## src/lpg_pkg.sv

```systemverilog
`timescale 1ns / 1ps
// ----------------------------------------------------------------------------
// lpg_pkg
// Shared types, constants and the microcode table of the permutation
// generator.
// ----------------------------------------------------------------------------
package lpg_pkg;

  localparam int VALUE_W = 5;
  localparam int POS_W   = 4;
  localparam int LEN_W   = 5;
  localparam int PADDR_W = 3;
  localparam int PDATA_W = 32;

  localparam logic [LEN_W-1:0] LEN_RESET  = 5'd4;
  localparam logic [0:0]       REG_LENGTH = 1'b0;

  typedef enum logic [3:0] {
    ST_IDLE,
    ST_SCAN_RD,
    ST_SCAN_CMP,
    ST_EMIT_INIT,
    ST_EMIT_RD,
    ST_EMIT_OUT,
    ST_ADV_CHK,
    ST_FIND_RD,
    ST_FIND_CMP,
    ST_SWAP_PIV,
    ST_SWAP_K,
    ST_REV_RD,
    ST_REV_LO,
    ST_REV_HI
  } step_t;

  typedef enum logic [1:0] {WT_NONE, WT_IN_VALID, WT_OUT_READY} wait_t;

  typedef enum logic [2:0] {
    BR_NEVER,
    BR_ALWAYS,
    BR_IDX_ZERO,
    BR_A_GE_B,
    BR_IDX_NOT_LAST,
    BR_NO_NEXT,
    BR_FIND_MORE,
    BR_IDX_GE_K
  } br_t;

  typedef enum logic [2:0] {IX_HOLD, IX_LAST, IX_ZERO, IX_INC, IX_DEC, IX_PIV_P1} idx_op_t;
  typedef enum logic [1:0] {K_HOLD, K_LAST, K_DEC, K_DEC_BR} k_op_t;
  typedef enum logic [1:0] {HN_HOLD, HN_CLR, HN_LT} hn_op_t;
  typedef enum logic [1:0] {CLR_NONE, CLR_RESTART, CLR_NO_NEXT} clr_op_t;
  typedef enum logic [1:0] {RA_IDX, RA_IDX_M1, RA_K} ra_t;
  typedef enum logic [1:0] {RB_IDX, RB_PIV, RB_K} rb_t;
  typedef enum logic [1:0] {WA_IDX, WA_PIV, WA_K} wa_t;
  typedef enum logic {WD_A, WD_B} wd_t;

  typedef struct packed {
    logic    in_ready;
    logic    out_valid;
    wait_t   wait_sel;
    br_t     br_sel;
    step_t   br_target;
    idx_op_t idx_op;
    k_op_t   k_op;
    logic    piv_ld;
    hn_op_t  hn_op;
    clr_op_t clr_op;
    ra_t     ra;
    rb_t     rb;
    logic    wr_en;
    wa_t     wa;
    wd_t     wd;
  } ctrl_t;

  typedef struct packed {
    ctrl_t word;
    logic  fire;
    logic  taken;
  } seq_t;

  typedef struct packed {
    logic idx_zero;
    logic a_ge_b;
    logic idx_not_last;
    logic no_next;
    logic find_more;
    logic idx_ge_k;
  } stat_t;

  // Control store: one word per step. Fields left at zero mean "no action".
  function automatic ctrl_t ucode_word(step_t step);
    ctrl_t w;
    w = ctrl_t'('0);
    case (step)
      ST_IDLE: begin
        w.in_ready = 1'b1;
        w.wait_sel = WT_IN_VALID;
        w.idx_op   = IX_LAST;
        w.hn_op    = HN_CLR;
        w.clr_op   = CLR_RESTART;
      end
      ST_SCAN_RD: begin
        w.ra        = RA_IDX_M1;
        w.rb        = RB_IDX;
        w.br_sel    = BR_IDX_ZERO;
        w.br_target = ST_EMIT_INIT;
      end
      ST_SCAN_CMP: begin
        w.idx_op    = IX_DEC;
        w.piv_ld    = 1'b1;
        w.hn_op     = HN_LT;
        w.br_sel    = BR_A_GE_B;
        w.br_target = ST_SCAN_RD;
      end
      ST_EMIT_INIT: begin
        w.idx_op = IX_ZERO;
      end
      ST_EMIT_RD: begin
        w.ra = RA_IDX;
      end
      ST_EMIT_OUT: begin
        w.out_valid = 1'b1;
        w.wait_sel  = WT_OUT_READY;
        w.ra        = RA_IDX;
        w.idx_op    = IX_INC;
        w.br_sel    = BR_IDX_NOT_LAST;
        w.br_target = ST_EMIT_RD;
      end
      ST_ADV_CHK: begin
        w.k_op      = K_LAST;
        w.clr_op    = CLR_NO_NEXT;
        w.br_sel    = BR_NO_NEXT;
        w.br_target = ST_IDLE;
      end
      ST_FIND_RD: begin
        w.ra = RA_K;
        w.rb = RB_PIV;
      end
      ST_FIND_CMP: begin
        w.ra        = RA_K;
        w.rb        = RB_PIV;
        w.k_op      = K_DEC_BR;
        w.br_sel    = BR_FIND_MORE;
        w.br_target = ST_FIND_RD;
      end
      ST_SWAP_PIV: begin
        w.ra    = RA_K;
        w.rb    = RB_PIV;
        w.wr_en = 1'b1;
        w.wa    = WA_PIV;
        w.wd    = WD_A;
      end
      ST_SWAP_K: begin
        w.wr_en  = 1'b1;
        w.wa     = WA_K;
        w.wd     = WD_B;
        w.idx_op = IX_PIV_P1;
        w.k_op   = K_LAST;
      end
      ST_REV_RD: begin
        w.ra        = RA_IDX;
        w.rb        = RB_K;
        w.br_sel    = BR_IDX_GE_K;
        w.br_target = ST_IDLE;
      end
      ST_REV_LO: begin
        w.ra    = RA_IDX;
        w.rb    = RB_K;
        w.wr_en = 1'b1;
        w.wa    = WA_IDX;
        w.wd    = WD_B;
      end
      ST_REV_HI: begin
        w.wr_en     = 1'b1;
        w.wa        = WA_K;
        w.wd        = WD_A;
        w.idx_op    = IX_INC;
        w.k_op      = K_DEC;
        w.br_sel    = BR_ALWAYS;
        w.br_target = ST_REV_RD;
      end
      default: begin
        w.br_sel    = BR_ALWAYS;
        w.br_target = ST_IDLE;
      end
    endcase
    return w;
  endfunction

endpackage

```

## src/lpg_ifs.sv

```systemverilog
`timescale 1ns / 1ps
// ----------------------------------------------------------------------------
// lpg_ifs
// Request and response channel interfaces of the permutation generator.
// ----------------------------------------------------------------------------
interface lpg_req_if;
  logic valid;
  logic ready;
  logic restart;

  modport source (output valid, output restart, input ready);
  modport sink   (input valid, input restart, output ready);
endinterface

interface lpg_rsp_if import lpg_pkg::*; ();
  logic               valid;
  logic               ready;
  logic [VALUE_W-1:0] value;
  logic [POS_W-1:0]   position;
  logic               last_of_run;
  logic               final_permutation;

  modport source (output valid, output value, output position, output last_of_run,
                  output final_permutation, input ready);
  modport sink   (input valid, input value, input position, input last_of_run,
                  input final_permutation, output ready);
endinterface

```

## src/lexicographic_permutation_generator_top.sv

```systemverilog
`timescale 1ns / 1ps
// ----------------------------------------------------------------------------
// lexicographic_permutation_generator_top
// Emits the current arrangement of 1..length one element per beat, then
// steps it to the next permutation in lexicographic order.
//
//   channel  dir  handshake        payload
//   req      in   valid / ready    restart
//   rsp      out  valid / ready    value, position, last_of_run,
//                                  final_permutation
//   apb      in   psel & penable   length (register 0, byte address 0)
//
// One request is handled at a time by a microcoded sequencer driving a store
// with two read ports and one write port. For n elements, a request scans
// adjacent pairs for the pivot, emits the n elements, searches the swap
// partner, swaps it with the pivot and reverses the suffix; after the last
// permutation the identity is reloaded instead. Reset and a length write
// reload the identity via valid bits. A stalled rsp beat holds the
// sequencer; req.ready is high only between requests.
// ----------------------------------------------------------------------------
module lexicographic_permutation_generator_top import lpg_pkg::*; #(
  parameter int MAX_LEN = 16
) (
  input  logic               clk,
  input  logic               rst,
  lpg_req_if.sink            req,
  lpg_rsp_if.source          rsp,
  input  logic               psel,
  input  logic               penable,
  input  logic               pwrite,
  input  logic [PADDR_W-1:0] paddr,
  input  logic [PDATA_W-1:0] pwdata,
  output logic [PDATA_W-1:0] prdata,
  output logic               pready
);

  localparam int W_IDX  = $clog2(MAX_LEN);
  localparam int W_VALX = $clog2(MAX_LEN + 1);
  localparam int W_LEN  = (W_VALX > LEN_W) ? W_VALX : LEN_W;

  logic [LEN_W-1:0] length;
  logic             cfg_wr;
  logic [W_LEN-1:0] len_ext;
  logic [W_LEN-1:0] last_ext;
  logic [W_IDX-1:0] last;
  seq_t             seq;
  stat_t            stat;

  assign pready = 1'b1;
  assign cfg_wr = psel && penable && pwrite && (paddr[PADDR_W-1:2] == REG_LENGTH);

  always_ff @(posedge clk) begin
    if (rst) begin
      length <= LEN_RESET;
    end else if (cfg_wr) begin
      length <= pwdata[LEN_W-1:0];
    end
  end

  always_comb begin
    case (paddr[PADDR_W-1:2])
      REG_LENGTH: prdata = PDATA_W'(length);
      default:    prdata = '0;
    endcase
  end

  // zero counts as one element, anything above MAX_LEN saturates
  always_comb begin
    len_ext = W_LEN'(length);
    if (len_ext == '0) begin
      last_ext = '0;
    end else if (len_ext > W_LEN'(MAX_LEN)) begin
      last_ext = W_LEN'(MAX_LEN - 1);
    end else begin
      last_ext = len_ext - W_LEN'(1);
    end
    last = last_ext[W_IDX-1:0];
  end

  lpg_sequencer u_seq (
    .clk       (clk),
    .rst       (rst),
    .in_valid  (req.valid),
    .out_ready (rsp.ready),
    .stat      (stat),
    .seq       (seq)
  );

  lpg_datapath #(
    .MAX_LEN (MAX_LEN)
  ) u_dp (
    .clk               (clk),
    .rst               (rst),
    .seq               (seq),
    .restart           (req.restart),
    .cfg_clear         (cfg_wr),
    .last              (last),
    .stat              (stat),
    .value             (rsp.value),
    .position          (rsp.position),
    .last_of_run       (rsp.last_of_run),
    .final_permutation (rsp.final_permutation)
  );

  assign req.ready = seq.word.in_ready;
  assign rsp.valid = seq.word.out_valid;

endmodule

```

## src/lpg_sequencer.sv

```systemverilog
`timescale 1ns / 1ps
// ----------------------------------------------------------------------------
// lpg_sequencer
// Step counter over the microcode table, with wait and branch evaluation.
// ----------------------------------------------------------------------------
module lpg_sequencer import lpg_pkg::*; (
  input  logic  clk,
  input  logic  rst,
  input  logic  in_valid,
  input  logic  out_ready,
  input  stat_t stat,
  output seq_t  seq
);

  step_t upc;
  step_t upc_next;
  ctrl_t word;
  logic  fire;
  logic  taken;

  always_ff @(posedge clk) begin
    if (rst) begin
      upc <= ST_IDLE;
    end else begin
      upc <= upc_next;
    end
  end

  always_comb begin
    word = ucode_word(upc);

    case (word.wait_sel)
      WT_NONE:      fire = 1'b1;
      WT_IN_VALID:  fire = in_valid;
      WT_OUT_READY: fire = out_ready;
      default:      fire = 1'b0;
    endcase

    case (word.br_sel)
      BR_NEVER:        taken = 1'b0;
      BR_ALWAYS:       taken = 1'b1;
      BR_IDX_ZERO:     taken = stat.idx_zero;
      BR_A_GE_B:       taken = stat.a_ge_b;
      BR_IDX_NOT_LAST: taken = stat.idx_not_last;
      BR_NO_NEXT:      taken = stat.no_next;
      BR_FIND_MORE:    taken = stat.find_more;
      BR_IDX_GE_K:     taken = stat.idx_ge_k;
      default:         taken = 1'b0;
    endcase

    // hold the step while its wait condition is false
    upc_next = upc;
    if (fire) begin
      upc_next = taken ? word.br_target : step_t'(upc + 4'd1);
    end

    seq.word  = word;
    seq.fire  = fire;
    seq.taken = taken;
  end

endmodule

```

## src/lpg_datapath.sv

```systemverilog
`timescale 1ns / 1ps
// ----------------------------------------------------------------------------
// lpg_datapath
// Arrangement store (two read ports, one write port) and the index, pivot
// and flag registers that the microcode steers.
// ----------------------------------------------------------------------------
module lpg_datapath import lpg_pkg::*; #(
  parameter int MAX_LEN = 16
) (
  input  logic                       clk,
  input  logic                       rst,
  input  seq_t                       seq,
  input  logic                       restart,
  input  logic                       cfg_clear,
  input  logic [$clog2(MAX_LEN)-1:0] last,
  output stat_t                      stat,
  output logic [VALUE_W-1:0]         value,
  output logic [POS_W-1:0]           position,
  output logic                       last_of_run,
  output logic                       final_permutation
);

  localparam int W_IDX = $clog2(MAX_LEN);
  localparam int W_VAL = $clog2(MAX_LEN + 1);
  localparam int DEPTH = 1 << W_IDX;

  logic [W_VAL-1:0] mem [DEPTH];
  logic [DEPTH-1:0] valid;

  logic [W_IDX-1:0] idx;
  logic [W_IDX-1:0] k;
  logic [W_IDX-1:0] piv;
  logic             hn;
  logic [W_VAL-1:0] rd_a;
  logic [W_VAL-1:0] rd_b;

  logic [W_IDX-1:0] ra_addr;
  logic [W_IDX-1:0] rb_addr;
  logic [W_IDX-1:0] wr_addr;
  logic [W_VAL-1:0] wr_data;
  logic             wr;
  logic             clr;
  logic             a_lt_b;

  logic [W_VAL+VALUE_W-1:0] value_ext;
  logic [W_IDX+POS_W-1:0]   pos_ext;

  ctrl_t w;

  always_comb begin
    w = seq.word;

    case (w.ra)
      RA_IDX:    ra_addr = idx;
      RA_IDX_M1: ra_addr = idx - W_IDX'(1);
      RA_K:      ra_addr = k;
      default:   ra_addr = idx;
    endcase

    case (w.rb)
      RB_IDX:  rb_addr = idx;
      RB_PIV:  rb_addr = piv;
      RB_K:    rb_addr = k;
      default: rb_addr = idx;
    endcase

    case (w.wa)
      WA_IDX:  wr_addr = idx;
      WA_PIV:  wr_addr = piv;
      WA_K:    wr_addr = k;
      default: wr_addr = idx;
    endcase

    wr_data = (w.wd == WD_B) ? rd_b : rd_a;
    wr      = seq.fire && w.wr_en;
    a_lt_b  = rd_a < rd_b;

    // drop the whole arrangement back to the identity
    clr = cfg_clear ||
          (seq.fire && w.clr_op == CLR_RESTART && restart) ||
          (seq.fire && w.clr_op == CLR_NO_NEXT && !hn);
  end

  // an entry without its valid bit reads as the identity value addr+1
  always_ff @(posedge clk) begin
    if (wr) begin
      mem[wr_addr] <= wr_data;
    end
    rd_a <= valid[ra_addr] ? mem[ra_addr] : W_VAL'(ra_addr) + W_VAL'(1);
    rd_b <= valid[rb_addr] ? mem[rb_addr] : W_VAL'(rb_addr) + W_VAL'(1);
  end

  always_ff @(posedge clk) begin
    if (rst || clr) begin
      valid <= '0;
    end else if (wr) begin
      valid[wr_addr] <= 1'b1;
    end
  end

  always_ff @(posedge clk) begin
    if (seq.fire) begin
      case (w.idx_op)
        IX_LAST:   idx <= last;
        IX_ZERO:   idx <= '0;
        IX_INC:    idx <= idx + W_IDX'(1);
        IX_DEC:    idx <= idx - W_IDX'(1);
        IX_PIV_P1: idx <= piv + W_IDX'(1);
        default:   idx <= idx;
      endcase

      case (w.k_op)
        K_LAST:   k <= last;
        K_DEC:    k <= k - W_IDX'(1);
        K_DEC_BR: k <= seq.taken ? k - W_IDX'(1) : k;
        default:  k <= k;
      endcase

      if (w.piv_ld) begin
        piv <= idx - W_IDX'(1);
      end
    end
  end

  always_ff @(posedge clk) begin
    if (rst) begin
      hn <= 1'b0;
    end else if (seq.fire) begin
      case (w.hn_op)
        HN_CLR:  hn <= 1'b0;
        HN_LT:   hn <= a_lt_b;
        default: hn <= hn;
      endcase
    end
  end

  always_comb begin
    stat.idx_zero     = (idx == '0);
    stat.a_ge_b       = !a_lt_b;
    stat.idx_not_last = (idx != last);
    stat.no_next      = !hn;
    stat.find_more    = (k > piv) && (rd_a <= rd_b);
    stat.idx_ge_k     = (idx >= k);

    value_ext         = {{VALUE_W{1'b0}}, rd_a};
    pos_ext           = {{POS_W{1'b0}}, idx};
    value             = value_ext[VALUE_W-1:0];
    position          = pos_ext[POS_W-1:0];
    last_of_run       = (idx == last);
    final_permutation = !hn;
  end

endmodule

```

## src/flat_wrapper.sv

```systemverilog
// flat-port wrapper written by rule: the top's interface ports become plain ports
module lexicographic_permutation_generator_top_flat import lpg_pkg::*;
#(
  parameter int MAX_LEN = 16
)
  (clk, rst, psel, penable, pwrite, paddr, pwdata, prdata, pready, req_valid, req_restart, req_ready, rsp_valid, rsp_value, rsp_position, rsp_last_of_run, rsp_final_permutation, rsp_ready);
  lpg_req_if req_i ();
  lpg_rsp_if rsp_i ();
  input  logic clk;
  input  logic rst;
  input  logic psel;
  input  logic penable;
  input  logic pwrite;
  input  logic [PADDR_W-1:0] paddr;
  input  logic [PDATA_W-1:0] pwdata;
  output logic [PDATA_W-1:0] prdata;
  output logic pready;
  input wire logic [$bits(req_i.valid)-1:0] req_valid;
  input wire logic [$bits(req_i.restart)-1:0] req_restart;
  output wire logic [$bits(req_i.ready)-1:0] req_ready;
  output wire logic [$bits(rsp_i.valid)-1:0] rsp_valid;
  output wire logic [$bits(rsp_i.value)-1:0] rsp_value;
  output wire logic [$bits(rsp_i.position)-1:0] rsp_position;
  output wire logic [$bits(rsp_i.last_of_run)-1:0] rsp_last_of_run;
  output wire logic [$bits(rsp_i.final_permutation)-1:0] rsp_final_permutation;
  input wire logic [$bits(rsp_i.ready)-1:0] rsp_ready;
  assign req_i.valid = req_valid;
  assign req_i.restart = req_restart;
  assign req_ready = req_i.ready;
  assign rsp_valid = rsp_i.valid;
  assign rsp_value = rsp_i.value;
  assign rsp_position = rsp_i.position;
  assign rsp_last_of_run = rsp_i.last_of_run;
  assign rsp_final_permutation = rsp_i.final_permutation;
  assign rsp_i.ready = rsp_ready;
  lexicographic_permutation_generator_top #(.MAX_LEN(MAX_LEN)) u_core (.clk(clk), .rst(rst), .req(req_i), .rsp(rsp_i), .psel(psel), .penable(penable), .pwrite(pwrite), .paddr(paddr), .pwdata(pwdata), .prdata(prdata), .pready(pready));
endmodule
```

## config.mk

```make
export PLATFORM = sky130hd
export DESIGN_NAME = lexicographic_permutation_generator_top_flat
export DESIGN_NICKNAME = d
export VERILOG_FILES = /design/src/lpg_pkg.sv /design/src/lpg_ifs.sv /design/src/lexicographic_permutation_generator_top.sv /design/src/lpg_sequencer.sv /design/src/lpg_datapath.sv /design/src/flat_wrapper.sv
export SDC_FILE = /design/constraint.sdc
export NUM_CORES = 1
export LEC_CHECK = 0
export BUFFER_PORTS_ARGS = -buffer_cell sky130_fd_sc_hd__buf_2
export CAP_MARGIN = 15
export CORE_UTILIZATION = 40
export DETAILED_ROUTE_END_ITERATION = 12
export PLACE_DENSITY = 0.61
export SYNTH_ARGS = -nofsm -noshare
export SYNTH_HDL_FRONTEND = slang
export SYNTH_SLANG_ARGS = --single-unit
```

## constraint.sdc

```tcl
create_clock -name clk -period 3.75 [get_ports clk]
set_input_delay 0.375 -clock clk [delete_from_list [all_inputs] [get_ports clk]]
set_output_delay 0.375 -clock clk [all_outputs]
set_load 0.005 [all_outputs]
```

======== Word-level counts from Yosys, hierarchy flattened ========
Memory sizes are Yosys's and may differ from the RTL's.
Index checks and enable logic that the tools add are counted.
storage, ports and cells
  flip-flop bits (word level) ............. 48
  word-level logic and storage cells ...... 140
  input bits .............................. 43
  output and inout port bits .............. 46
  memories ................................ 1
  RAM bits ................................ 80
memory list
  memory           depth  width  rd ports  clocked after memory_dff  wr ports  line                text
  u_core.u_dp.mem  16     5      2         0                         1         lpg_datapath.sv:27  logic [W_VAL-1:0] mem [DEPTH];
cells by class
  equality and inequality tests ........... 43
  reductions and logical operators ........ 32
  $add $sub $neg .......................... 8
  bitwise logic cells ..................... 2
  $lt $le $gt $ge ......................... 9
  muxes and demuxes ....................... 36
operators with widths
  cell                                                  count
  one-hot mux 7 bit (8 select lines)                    1
  equality test 4 bit (second input constant)           6
  one-hot mux 4 bit (2 select lines)                    3
  2-to-1 mux 5 bit                                      4
  one-hot mux 2 bit (2 select lines)                    5
  one-hot mux 4 bit (5 select lines)                    1
  equality test 3 bit (second input constant)           6
  equality test 2 bit (second input constant)           8
  equality test 4 x 3 -> 1 bit (second input constant)  4
  2-to-1 mux 4 bit                                      4
  OR 16 bit                                             1
  one-hot mux 4 bit (4 select lines)                    1
  < comparator 4 x 5 -> 1 bit (second input constant)   3
  one-hot mux 3 bit (5 select lines)                    1
  equality test 2 x 1 -> 1 bit (second input constant)  7
  adder 4 x 1 -> 4 bit (second input constant)          3
  equality test 3 x 2 -> 1 bit (second input constant)  4
  one-hot mux 4 bit (3 select lines)                    1
  subtractor 4 x 1 -> 4 bit (second input constant)     3
  adder 4 x 1 -> 5 bit (second input constant)          2
  logical AND 1 bit                                     10
  binary-select mux 1 bit (select 4 bit)                2
  equality test 4 x 2 -> 1 bit (second input constant)  2
  logical NOT 4 bit                                     2
  other kinds (31)                                      46

======== Logic depth before layout (Yosys ltp) ========
Gate-level depths: netlist of the first run.
  word-level depth ........................ 9
  depth in mapped cells ................... 17
  mapped depth without buffers ............ 15

======== By module ========
Synthesis of the first run repeated with hierarchy kept, for this count alone.
second synthesis, totals
  cells, all modules ...................... 847
  area, all modules ....................... 8042.7 um2
modules (own cells, without submodules)
  module                                   times used  cells each  area each (um2)  seq. area each (um2)
  lpg_datapath                             1           673         6761.5           3303.2
  lpg_sequencer                            1           106         732.0            80.1
  lexicographic_permutation_generator_top  1           68          549.3            100.1

======== Worst setup path before layout of the first run ========
Ideal clock, no wire load.
  path kind ............................... reg2reg
  start point ............................. register u_core.u_seq.upc[0]
  end point ............................... register u_core.u_dp.rd_b[4]
  clock period less this slack ............ 3.445 ns
  required time ........................... 3.615 ns
  setup time .............................. 0.135 ns
  path buffers ............................ 4
  data arrival time ....................... 3.310 ns
  slack ................................... 0.305 ns
  stages on the path, launching flop included .. 15
  cell sequence ........................... dfxtp_1 -> ha_1 -> buf_2 -> o21ai_0 -> o21ai_0 -> ha_1 -> buf_2 -> a221oi_1 -> a21o_1 -> buf_2 -> buf_4 -> mux4_2 -> mux2_2 -> o211ai_1 -> o41ai_1
on the way
  cells in the longest elaborated chain, start to end .. 8
  elaborated cells on any way between the ends .. 16
  those cells by class .................... add/sub (1); eq/ne (7); mux (5); reduce/logical (2); memory (1)
RTL lines
  what                                                                       line                 text
  start: declaration                                                         lpg_sequencer.sv:15  step_t upc;
  start signal: assignment                                                   lpg_sequencer.sv:25  upc <= upc_next;
  equality test 4 bit or equality test 4 x 3 -> 1 bit (tied branches)        lpg_pkg.sv:94        case (step)
  OR reduction 3 bit (no source line) or OR reduction 2 bit (tied branches)  -
  one-hot mux 2 bit (2 select lines) (*)                                     lpg_pkg.sv:94
  equality test 2 bit or equality test 2 x 1 -> 1 bit (tied branches)        lpg_datapath.sv:60   case (w.rb)
  one-hot mux 4 bit (2 select lines) (*)                                     lpg_datapath.sv:60
  binary-select mux 1 bit (select 4 bit)                                     lpg_datapath.sv:90   rd_b <= valid[rb_addr] ? mem[rb_addr] : W_VAL'(rb_addr) + W_VAL'(1);
  2-to-1 mux 1 bit (not written as such)                                     lpg_datapath.sv:90
  2-to-1 mux 5 bit (*)                                                       lpg_datapath.sv:90
  end signal: assignment                                                     lpg_datapath.sv:90
  end: declaration                                                           lpg_datapath.sv:35   logic [W_VAL-1:0] rd_b;
Mark *: on every way between the ends. The rest lies on a longest branch, timed or not. The select of a mux whose other input is x is not followed.
A chain may end at the register's enable or synchronous reset.

======== Worst setup path in the final report of the first run ========
  start point ............................. register u_core.u_seq.upc[0]
  end point ............................... register u_core.u_dp.rd_a[4], in the netlist u_core.u_dp.value[4]
on the way
  cells in the longest elaborated chain, start to end .. 8
  elaborated cells on any way between the ends .. 14
  those cells by class .................... add/sub (1); eq/ne (6); mux (5); reduce/logical (1); memory (1)
RTL lines
  what                                                                 line                text
  equality test 4 bit or equality test 4 x 3 -> 1 bit (tied branches)  lpg_pkg.sv:94
  OR reduction 3 bit (no source line)                                  -
  one-hot mux 2 bit (2 select lines) (*)                               lpg_pkg.sv:94
  equality test 2 bit or equality test 2 x 1 -> 1 bit (tied branches)  lpg_datapath.sv:53  case (w.ra)
  one-hot mux 4 bit (2 select lines) (*)                               lpg_datapath.sv:53
  binary-select mux 1 bit (select 4 bit)                               lpg_datapath.sv:89  rd_a <= valid[ra_addr] ? mem[ra_addr] : W_VAL'(ra_addr) + W_VAL'(1);
  2-to-1 mux 1 bit (not written as such)                               lpg_datapath.sv:89
  2-to-1 mux 5 bit (*)                                                 lpg_datapath.sv:89
  end signal: assignment                                               lpg_datapath.sv:89
  end: declaration                                                     lpg_datapath.sv:34  logic [W_VAL-1:0] rd_a;
Marked as above.

==> results.md, run 1 <==
* Critical Path Fanout Max at 12
* Die Wd at 141 µm
* Max cap viols at 0
* Final Instance Area at 9050 µm²
* CTS Buffer Depth at 2
* Number of buffers created by CTS at 17
* Status: completed
* WL met3 at 818 µm
* Global-route wire length before repair at 30800 µm
* Ports at 89
* Setup tns final at 0 ns
* Routed len/inst at 19.7 µm
* P_sw at 2.50 mW
* Max-slew violation count at 0
* Metal-1 WL at 8790 µm
* FF+latch count, synth at 128
* Slew headroom at 0.283
* DRT antenna net count at 0
* Final hold violations at 0
* Core area at 18900 µm²
* Initial cell density of the core at 0.411
* Vias in the first global route at 5595
* Skew-Pair Late Insertion Delay at 0.42 ns
* Antenna diodes at 0
* NumNets Final at 797
* Pwr dens at 756 nW/µm²
* DRC Markers at 0
* Post-CTS setup buffers at 0
* CTS root buf: clkbuf_16
* Clock transition at path regs at 0.06 ns
* # rows at 50
* Initial antenna violation count at 0
* HP Class: in -> reg
* Comb pwr share at 0.465
* Placed cells at 965
* Most used cell, CP: ha_1
* DR iter-0 viols at 595
* RSZ-0062 raised after global routing: false
* Synthesized area per cell at 11.9 µm²
* Largest net degree at the start of global routing at 27
* Final Cycle Share at 0.941
* Drt total wl at 19600 µm
* HPWL after DPL at 14200 µm
* Area occupied by multi-input gates at 3850 µm²
* H-tree depth at 4
* Sequential cell fraction of total power at 0.280
* Die Y at 141 µm
* Ys async rst share at 0
* Post-Syn Area at 7770 µm²
* Min Tclk post-route at 3.53 ns
* Crit. End Element: flop
* Die footprint at 20000 µm²
* Leak at 3.46 nW
* Layout Cells excl Fill at 997
* Total congestion overflow at 0
* Gr usage total at 0.207
* Via/cell ratio at 5.53
* Clock tree from TritonCTS: done
* Switching Share at 0.365
* DR vias at 5512
* Wire length on met2 at 9590 µm
* Crit Path Class: reg -> reg
* Layout cells sized above 1 at 0.275
* CP arrival at 3.83 ns
* Sinks on Clock Net at 128
* FILL cells at 1698
* Power share of the clock group at 0.255
* Fmax at 0.283 GHz
* Synth cell types at 74
* Max incr delay on CP at 0.41 ns
* CP delay by family, top: compound AO/OA/AOI/OAI gates
* Power Internal at 4.34 mW
* Placed inst area at 8400 µm²
* Number of synthesized flops with an enable pin at 92
* Worst EP required at 4.05 ns
* Slowest CP cell: dfxtp_2
* Sum of buffers and inverters on the critical path at 4
* Post-Synthesis Cells at 655
* Startpoint class of the critical path: flop
* Ys flop type: edfxtp_1
* Worst-case clock skew at 0.00716 ns
* Pre-antenna DRT Iters at 5
* Top sig layer: met4
* RD Place Congestion at 0.915
* Layout area overhead at 16.5%
* Post-synthesis sequential area ratio at 0.449
* Tightest Pin Transition at 1.06 ns
* Yosys warnings at 0
* Final setup viols at 0
* Port-buffer cells at 31
* Storage cell area at 3490 µm²
* Critical Path, Cell by Cell: inv_1, ha_1, o21ai_0, o21ai_2, ha_1, and2b_1, a31o_4, inv_2, buf_6, buf_4, mux4_2, mux2_2, nand2_1, o21ai_1, o2bb2ai_1
* Peak supply drop at 0.000341 V
==> routing by layer <==
metal,up-vias,GRT usage
li1,2540,-
met1,2766,0.273
met2,173,0.343
met3,33,0.0341
met4,0,0.0778
met5,-,0
==> power groups by stage <==
stage | Combinational, mW | Sequential, mW | Clock [mW]
2_1_floorplan | 2.31 | 1.86 | 0
3_3_place_gp | 3.09 | 1.93 | 0
3_5_place_dp | 3.16 | 1.94 | 0
4_1_cts | 3.18 | 1.91 | 1.76
5_1_grt | 3.45 | 1.93 | 1.82
6_report | 3.18 | 1.92 | 1.74
==> cells in the mapped netlist, drive strengths merged (4+ instances only) <==
cell | instances | area, µm²
nand2b | 6 | 37.5
a21o | 4 | 30.0
ha | 30 | 375
nand3 | 10 | 50.1
a22oi | 7 | 52.6
a31o | 4 | 43.8
buf | 50 | 358
o21ai | 31 | 155
clkbuf | 8 | 30.0
o21a | 20 | 158
nor3 | 6 | 30.0
mux4 | 47 | 1060
xor2 | 4 | 35.0
dfxtp | 36 | 721
a21oi | 20 | 100
nor2b | 10 | 62.6
edfxtp | 92 | 2760
nor3b | 5 | 47.5
nor2 | 50 | 188
xnor2 | 10 | 87.6
o211ai | 13 | 97.6
mux2 | 15 | 169
and3 | 4 | 25.0
mux2i | 25 | 263
a31oi | 5 | 37.5
a211oi | 5 | 42.5
or2 | 5 | 31.3
nand2 | 49 | 184
inv | 41 | 161
==> final cells by class <==
cell class,instances,area share
inverter,41,0.0178
clock buffer,18,0.0474
timing repair buffer,83,0.0676
sequential,128,0.385
tap,260,0.0359
clock inverter,14,0.0206
multi-input combinational,453,0.425
==> state kept, by name, summed over array words and instances, names as in the netlist <==
signal                cells
u_core.u_dp.rd_b          5
u_core.u_dp.mem          80
u_core.u_dp.k             4
u_core.u_dp.value         5
u_core.u_dp.valid        16
u_core.u_seq.upc          4
u_core.u_dp.hn            1
u_core.u_dp.position      4
u_core.u_dp.piv           4
u_core.len_ext            5
==> worst paths after layout <==
| check | from | endpoint | slack [ns] | depth (start not counted) |
|---|---|---|---|---|
| setup / recovery | u_core.u_seq.upc[0] | u_core.u_dp.value[4] | 0.22 | 15 |
| hold / removal | pwdata[4] | u_core.len_ext[4] | 0.19 | 3 |
| setup reg to reg | u_core.u_seq.upc[0] | u_core.u_dp.value[4] | 0.22 | 15 |
| hold reg to reg | u_core.u_dp.valid[8] | u_core.u_dp.valid[8] | 0.49 | 1 |
==> kinds of logic (layout without fill, tap and decap cells) <==
group                    Yosys count  in the layout  share of synthesized area
other                              2             28                   0.000967
multiplexers                      87             87                      0.192
AND/OR/NAND/NOR                  161            161                      0.102
XOR/XNOR                          14             14                     0.0158
AO/OA/AOI/OAI                    131            131                      0.118
adder cells (fa/ha/maj)           32             32                     0.0509
flip-flops                       128            128                      0.449
buffers and inverters            100            156                     0.0719
==> worst reg2reg max path: cells and delay by family, from the launching register on <==
kind / cells / cell delay [ns]
DFF: 1 / 0.41
and+or+nand+nor: 2 / 0.31
AOI/OAI and AO/OA: 5 / 0.83
buffers and inverters: 4 / 0.67
muxes: 2 / 0.60
adders and majority gates: 2 / 0.61
==> per-stage QoR <==
stage	hold WS, ns	worst slack (ns)	utilization	power, mW
6_report	0.188	0.221	0.479	6.84
5_1_grt	0.208	0.0416	0.479	7.20
4_1_cts	0.180	0.0199	0.478	6.85
3_5_place_dp	0.476	-0.0957	0.445	5.10
3_3_place_gp	0.462	0.0181	0.445	5.03
2_1_floorplan	0.452	0.305	-	4.17
==> cell usage in the layout (no fill, tap or decap), types with 4 or more instances in the layout <==
cell type,count
dfxtp_1,34
ha_1,29
o21ai_0,23
a22oi_1,7
o21ai_1,7
a31oi_1,4
bufinv_16,4
o21a_1,19
inv_1,37
a211oi_1,4
conb_1,28
edfxtp_1,92
a21o_1,4
mux2_2,14
nor2_1,50
nand2_1,49
mux2i_1,23
xor2_1,4
a21oi_1,18
mux4_2,47
nor3_1,6
buf_2,31
buf_4,46
buf_12,5
nand3_1,10
clkinv_2,4
clkbuf_16,17
o211ai_1,13
nand2b_1,6
and3_1,4
xnor2_1,10
nor2b_1,10
==> timing repair <==
item	CTS	global route
cloned	0	0
endpoints found under the hold margin	0	0
endpoints found under the setup margin	8	10
gates resized for setup	3	6
hold buffers	0	0
Power figures use the tool's default switching activity.
==> inputs of run 2 (changes only) <==
--- a/config.mk
+++ b/config.mk
@@ -7,7 +7,9 @@
 export LEC_CHECK = 0
 export BUFFER_PORTS_ARGS = -buffer_cell sky130_fd_sc_hd__buf_2
 export CAP_MARGIN = 15
+export CORE_MARGIN = 2
 export CORE_UTILIZATION = 40
+export CTS_CLUSTER_DIAMETER = 100
 export DETAILED_ROUTE_END_ITERATION = 12
 export PLACE_DENSITY = 0.61
 export SYNTH_ARGS = -nofsm -noshare
==> run 2 against run 1 <==
Net effect:
- worst setup slack worse by 0.012 ns
- non-clock buffer count down 3
- register-to-register slack about the same
- first-iteration DRC count down 21%
- flip-flop and latch count unchanged
- maximum frequency down 0.34%
- critical path depth down 3
- die area up 2.9%
- combinational power up 3%
- global-route usage down 1.1 points
- cell count down 0.30%
==> results.md, run 2 (synthesized netlist as in run 1, its figures left out) <==
* Status: completed
* Global-route wire length before repair at 30100 µm (-2.3%)
* Fmax at 0.282 GHz (-0.34%)
* Vias in the first global route at 5586 (-0.16%)
* Max cap viols at 0 (unchanged)
* Leak at 3.43 nW (-0.94%)
* P_sw at 2.58 mW (+3.2%)
* Startpoint class of the critical path: flop
* Antenna diodes at 0 (unchanged)
* Initial cell density of the core at 0.411 (unchanged)
* Slowest CP cell: mux4_2
* CP arrival at 3.86 ns (+0.03 ns)
* Most frequent cells in the layout: edfxtp_1, nor2_1, nand2_1, mux4_2, buf_4
* Slew headroom at 0.531 (+0.248)
* Clock transition at path regs at 0.06 ns (about the same)
* HPWL after DPL at 14100 µm (-0.27%)
* Sequential cell fraction of total power at 0.276 (-0.004)
* Crit Path Class: reg -> reg
* Most common cell after layout, fill and taps aside: edfxtp_1
* Pre-CTS setup slack at 0.0361 ns (+0.132 ns)
* Worst-case clock skew at 0.00706 ns (-0.0000984 ns)
* Critical Path, Cell by Cell: ha_2, or2b_1, a21oi_2, inv_1, ha_1, a221oi_1, a21o_1, buf_12, mux4_2, mux2i_1, mux2i_4, mux2_2
* Setup tns final at 0 ns (unchanged)
* NumNets Final at 794 (-0.38%)
* DR iter-0 viols at 473 (-21%)
* # rows at 50 (unchanged)
* FILL cells at 1686 (-0.71%)
* Largest net degree at the start of global routing at 21 (-22%)
* Tightest Pin Transition at 0.699 ns (-0.366 ns)
* CTS root buf: clkbuf_16
* Pre-antenna DRT Iters at 5 (unchanged)
* Drt total wl at 19400 µm (-0.83%)
* Die Wd at 143 µm (+1.4%)
* Max incr delay on CP at 0.52 ns (+0.11 ns)
* Skew-Pair Late Insertion Delay at 0.42 ns (about the same)
* Gr usage total at 0.196 (-0.0113)
* Worst EP required at 4.06 ns (about the same)
* Max-slew violation count at 0 (unchanged)
* Via/cell ratio at 5.61 (+1.4%)
* H-tree depth at 4 (unchanged)
* Number of buffers created by CTS at 17 (unchanged)
* Final setup viols at 0 (unchanged)
* Total congestion overflow at 0 (unchanged)
* Core area at 18900 µm² (unchanged)
* Die footprint at 20500 µm² (+2.9%)
* Post-CTS setup buffers at 0 (unchanged)
* Peak supply drop at 0.000342 V (+0.29%)
* Final Cycle Share at 0.944 (+0.00325)
* Layout cells sized above 1 at 0.271 (-0.00432)
* DR vias at 5574 (+1.1%)
* DRC Markers at 0 (unchanged)
* Layout area overhead at 15.7%
* DRT antenna net count at 0 (unchanged)
* Pwr dens at 760 nW/µm² (+0.54%)
* Power share of the clock group at 0.244 (-0.011)
* Top flop regs: u_core.u_dp.mem x80, u_core.u_dp.valid x16
* Power Internal at 4.25 mW (-2.1%)
* Comb pwr share at 0.479 (+0.014)
* Port-buffer cells at 31 (unchanged)
* Final WS setup at 0.209 ns (-0.0122 ns)
* RD Place Congestion at 0.842 (-7.9%)
* Die Y at 143 µm (+1.4%)
* Final hold violations at 0 (unchanged)
* Initial antenna violation count at 0 (unchanged)
* HP Class: in -> reg
* Number of flip-flops in the largest register at 80 (unchanged)
* Sinks on Clock Net at 128 (unchanged)
* RSZ-0062 raised after global routing: false
* Ports at 89 (unchanged)
* Clock tree from TritonCTS: done
* Min Tclk post-route at 3.54 ns (+0.0122 ns)
* Critical Path Fanout Max at 12 (unchanged)
* Switching Share at 0.377 (+0.0123)
* Crit. End Element: flop
* Biggest register: u_core.u_dp.mem
* Routed len/inst at 19.6 µm (-0.53%)
* CTS Buffer Depth at 2 (unchanged)
run 2: cell count changes in the layout (fill, tap and decap cells not counted), sizes merged:
cell and change:
clkinv -2, clkbuf -1, buf -3, bufinv -2, inv +5
run 2: cell type report:
| type | count | area (µm²) | share of cell area |
|---|---|---|---|
| clock inverters | 15 | 173 | 0.0192 |
| flip-flops and latches | 128 | 3480 | 0.388 |
| repair buffers | 80 | 577 | 0.0642 |
| multi-input cells | 453 | 3840 | 0.427 |
| clock buffers | 17 | 425 | 0.0474 |
| inverters | 41 | 161 | 0.0180 |
| well taps | 260 | 325 | 0.0362 |
run 2: per-layer routing:
layer | global-route usage | share of wire | up-vias | routed length (µm)
li1 | - | - | 2544 | -
met3 | 0.0280 | 0.050 | 41 | 970
met5 | 0 | 0 | - | 0
met4 | 0.0810 | 0.028 | 0 | 535
met2 | 0.335 | 0.50 | 213 | 9630
met1 | 0.251 | 0.43 | 2776 | 8300
run 2: final timing paths:
path / from / endpoint / slack [ns] / cells after the start
setup / recovery: u_core.u_seq.upc[0] / u_core.u_dp.rd_b[1] / 0.21 / 12
hold / removal: pwdata[0] / u_core.len_ext[0] / 0.18 / 3
setup reg to reg: u_core.u_seq.upc[0] / u_core.u_dp.rd_b[1] / 0.21 / 12
hold reg to reg: u_core.u_dp.valid[1] / u_core.u_dp.valid[1] / 0.49 / 1
run 2: through the flow:
step | instance area [µm²] | util | instances | hold slack, ns | power (mW)
global route | 8980 | 0.475 | 994 | 0.187 | 7.16
floorplan | 7860 | - | 681 | 0.452 | 4.17
finish | 8980 | 0.475 | 994 | 0.183 | 6.83
detailed placement | 8370 | 0.443 | 962 | 0.476 | 5.14
global placement | 8370 | 0.443 | 962 | 0.462 | 5.07
CTS | 8970 | 0.475 | 994 | 0.174 | 6.82
run 2: timing repair:
action	CTS	global route
resized for setup	0	6
hold buffers	0	0
setup endpoints to repair	0	10
run 2: critical path, delay by kind of cell (launching register included):
kind	cells	cell delay [ns]
buffers and inverters	2	0.25
DFF	1	0.39
adders and majority gates	2	0.60
and+or+nand+nor	1	0.27
AOI/OAI and AO/OA	3	0.61
muxes	4	1.31
run 2: power groups by stage:
| stage | combinational [mW] | sequential [mW] | clock [mW] |
|---|---|---|---|
| final | 3.27 | 1.89 | 1.67 |
| after global routing | 3.52 | 1.90 | 1.75 |
| after CTS | 3.24 | 1.88 | 1.69 |
| after detailed placement | 3.23 | 1.91 | 0 |
| after global placement | 3.16 | 1.91 | 0 |
| after floorplan | 2.31 | 1.86 | 0 |
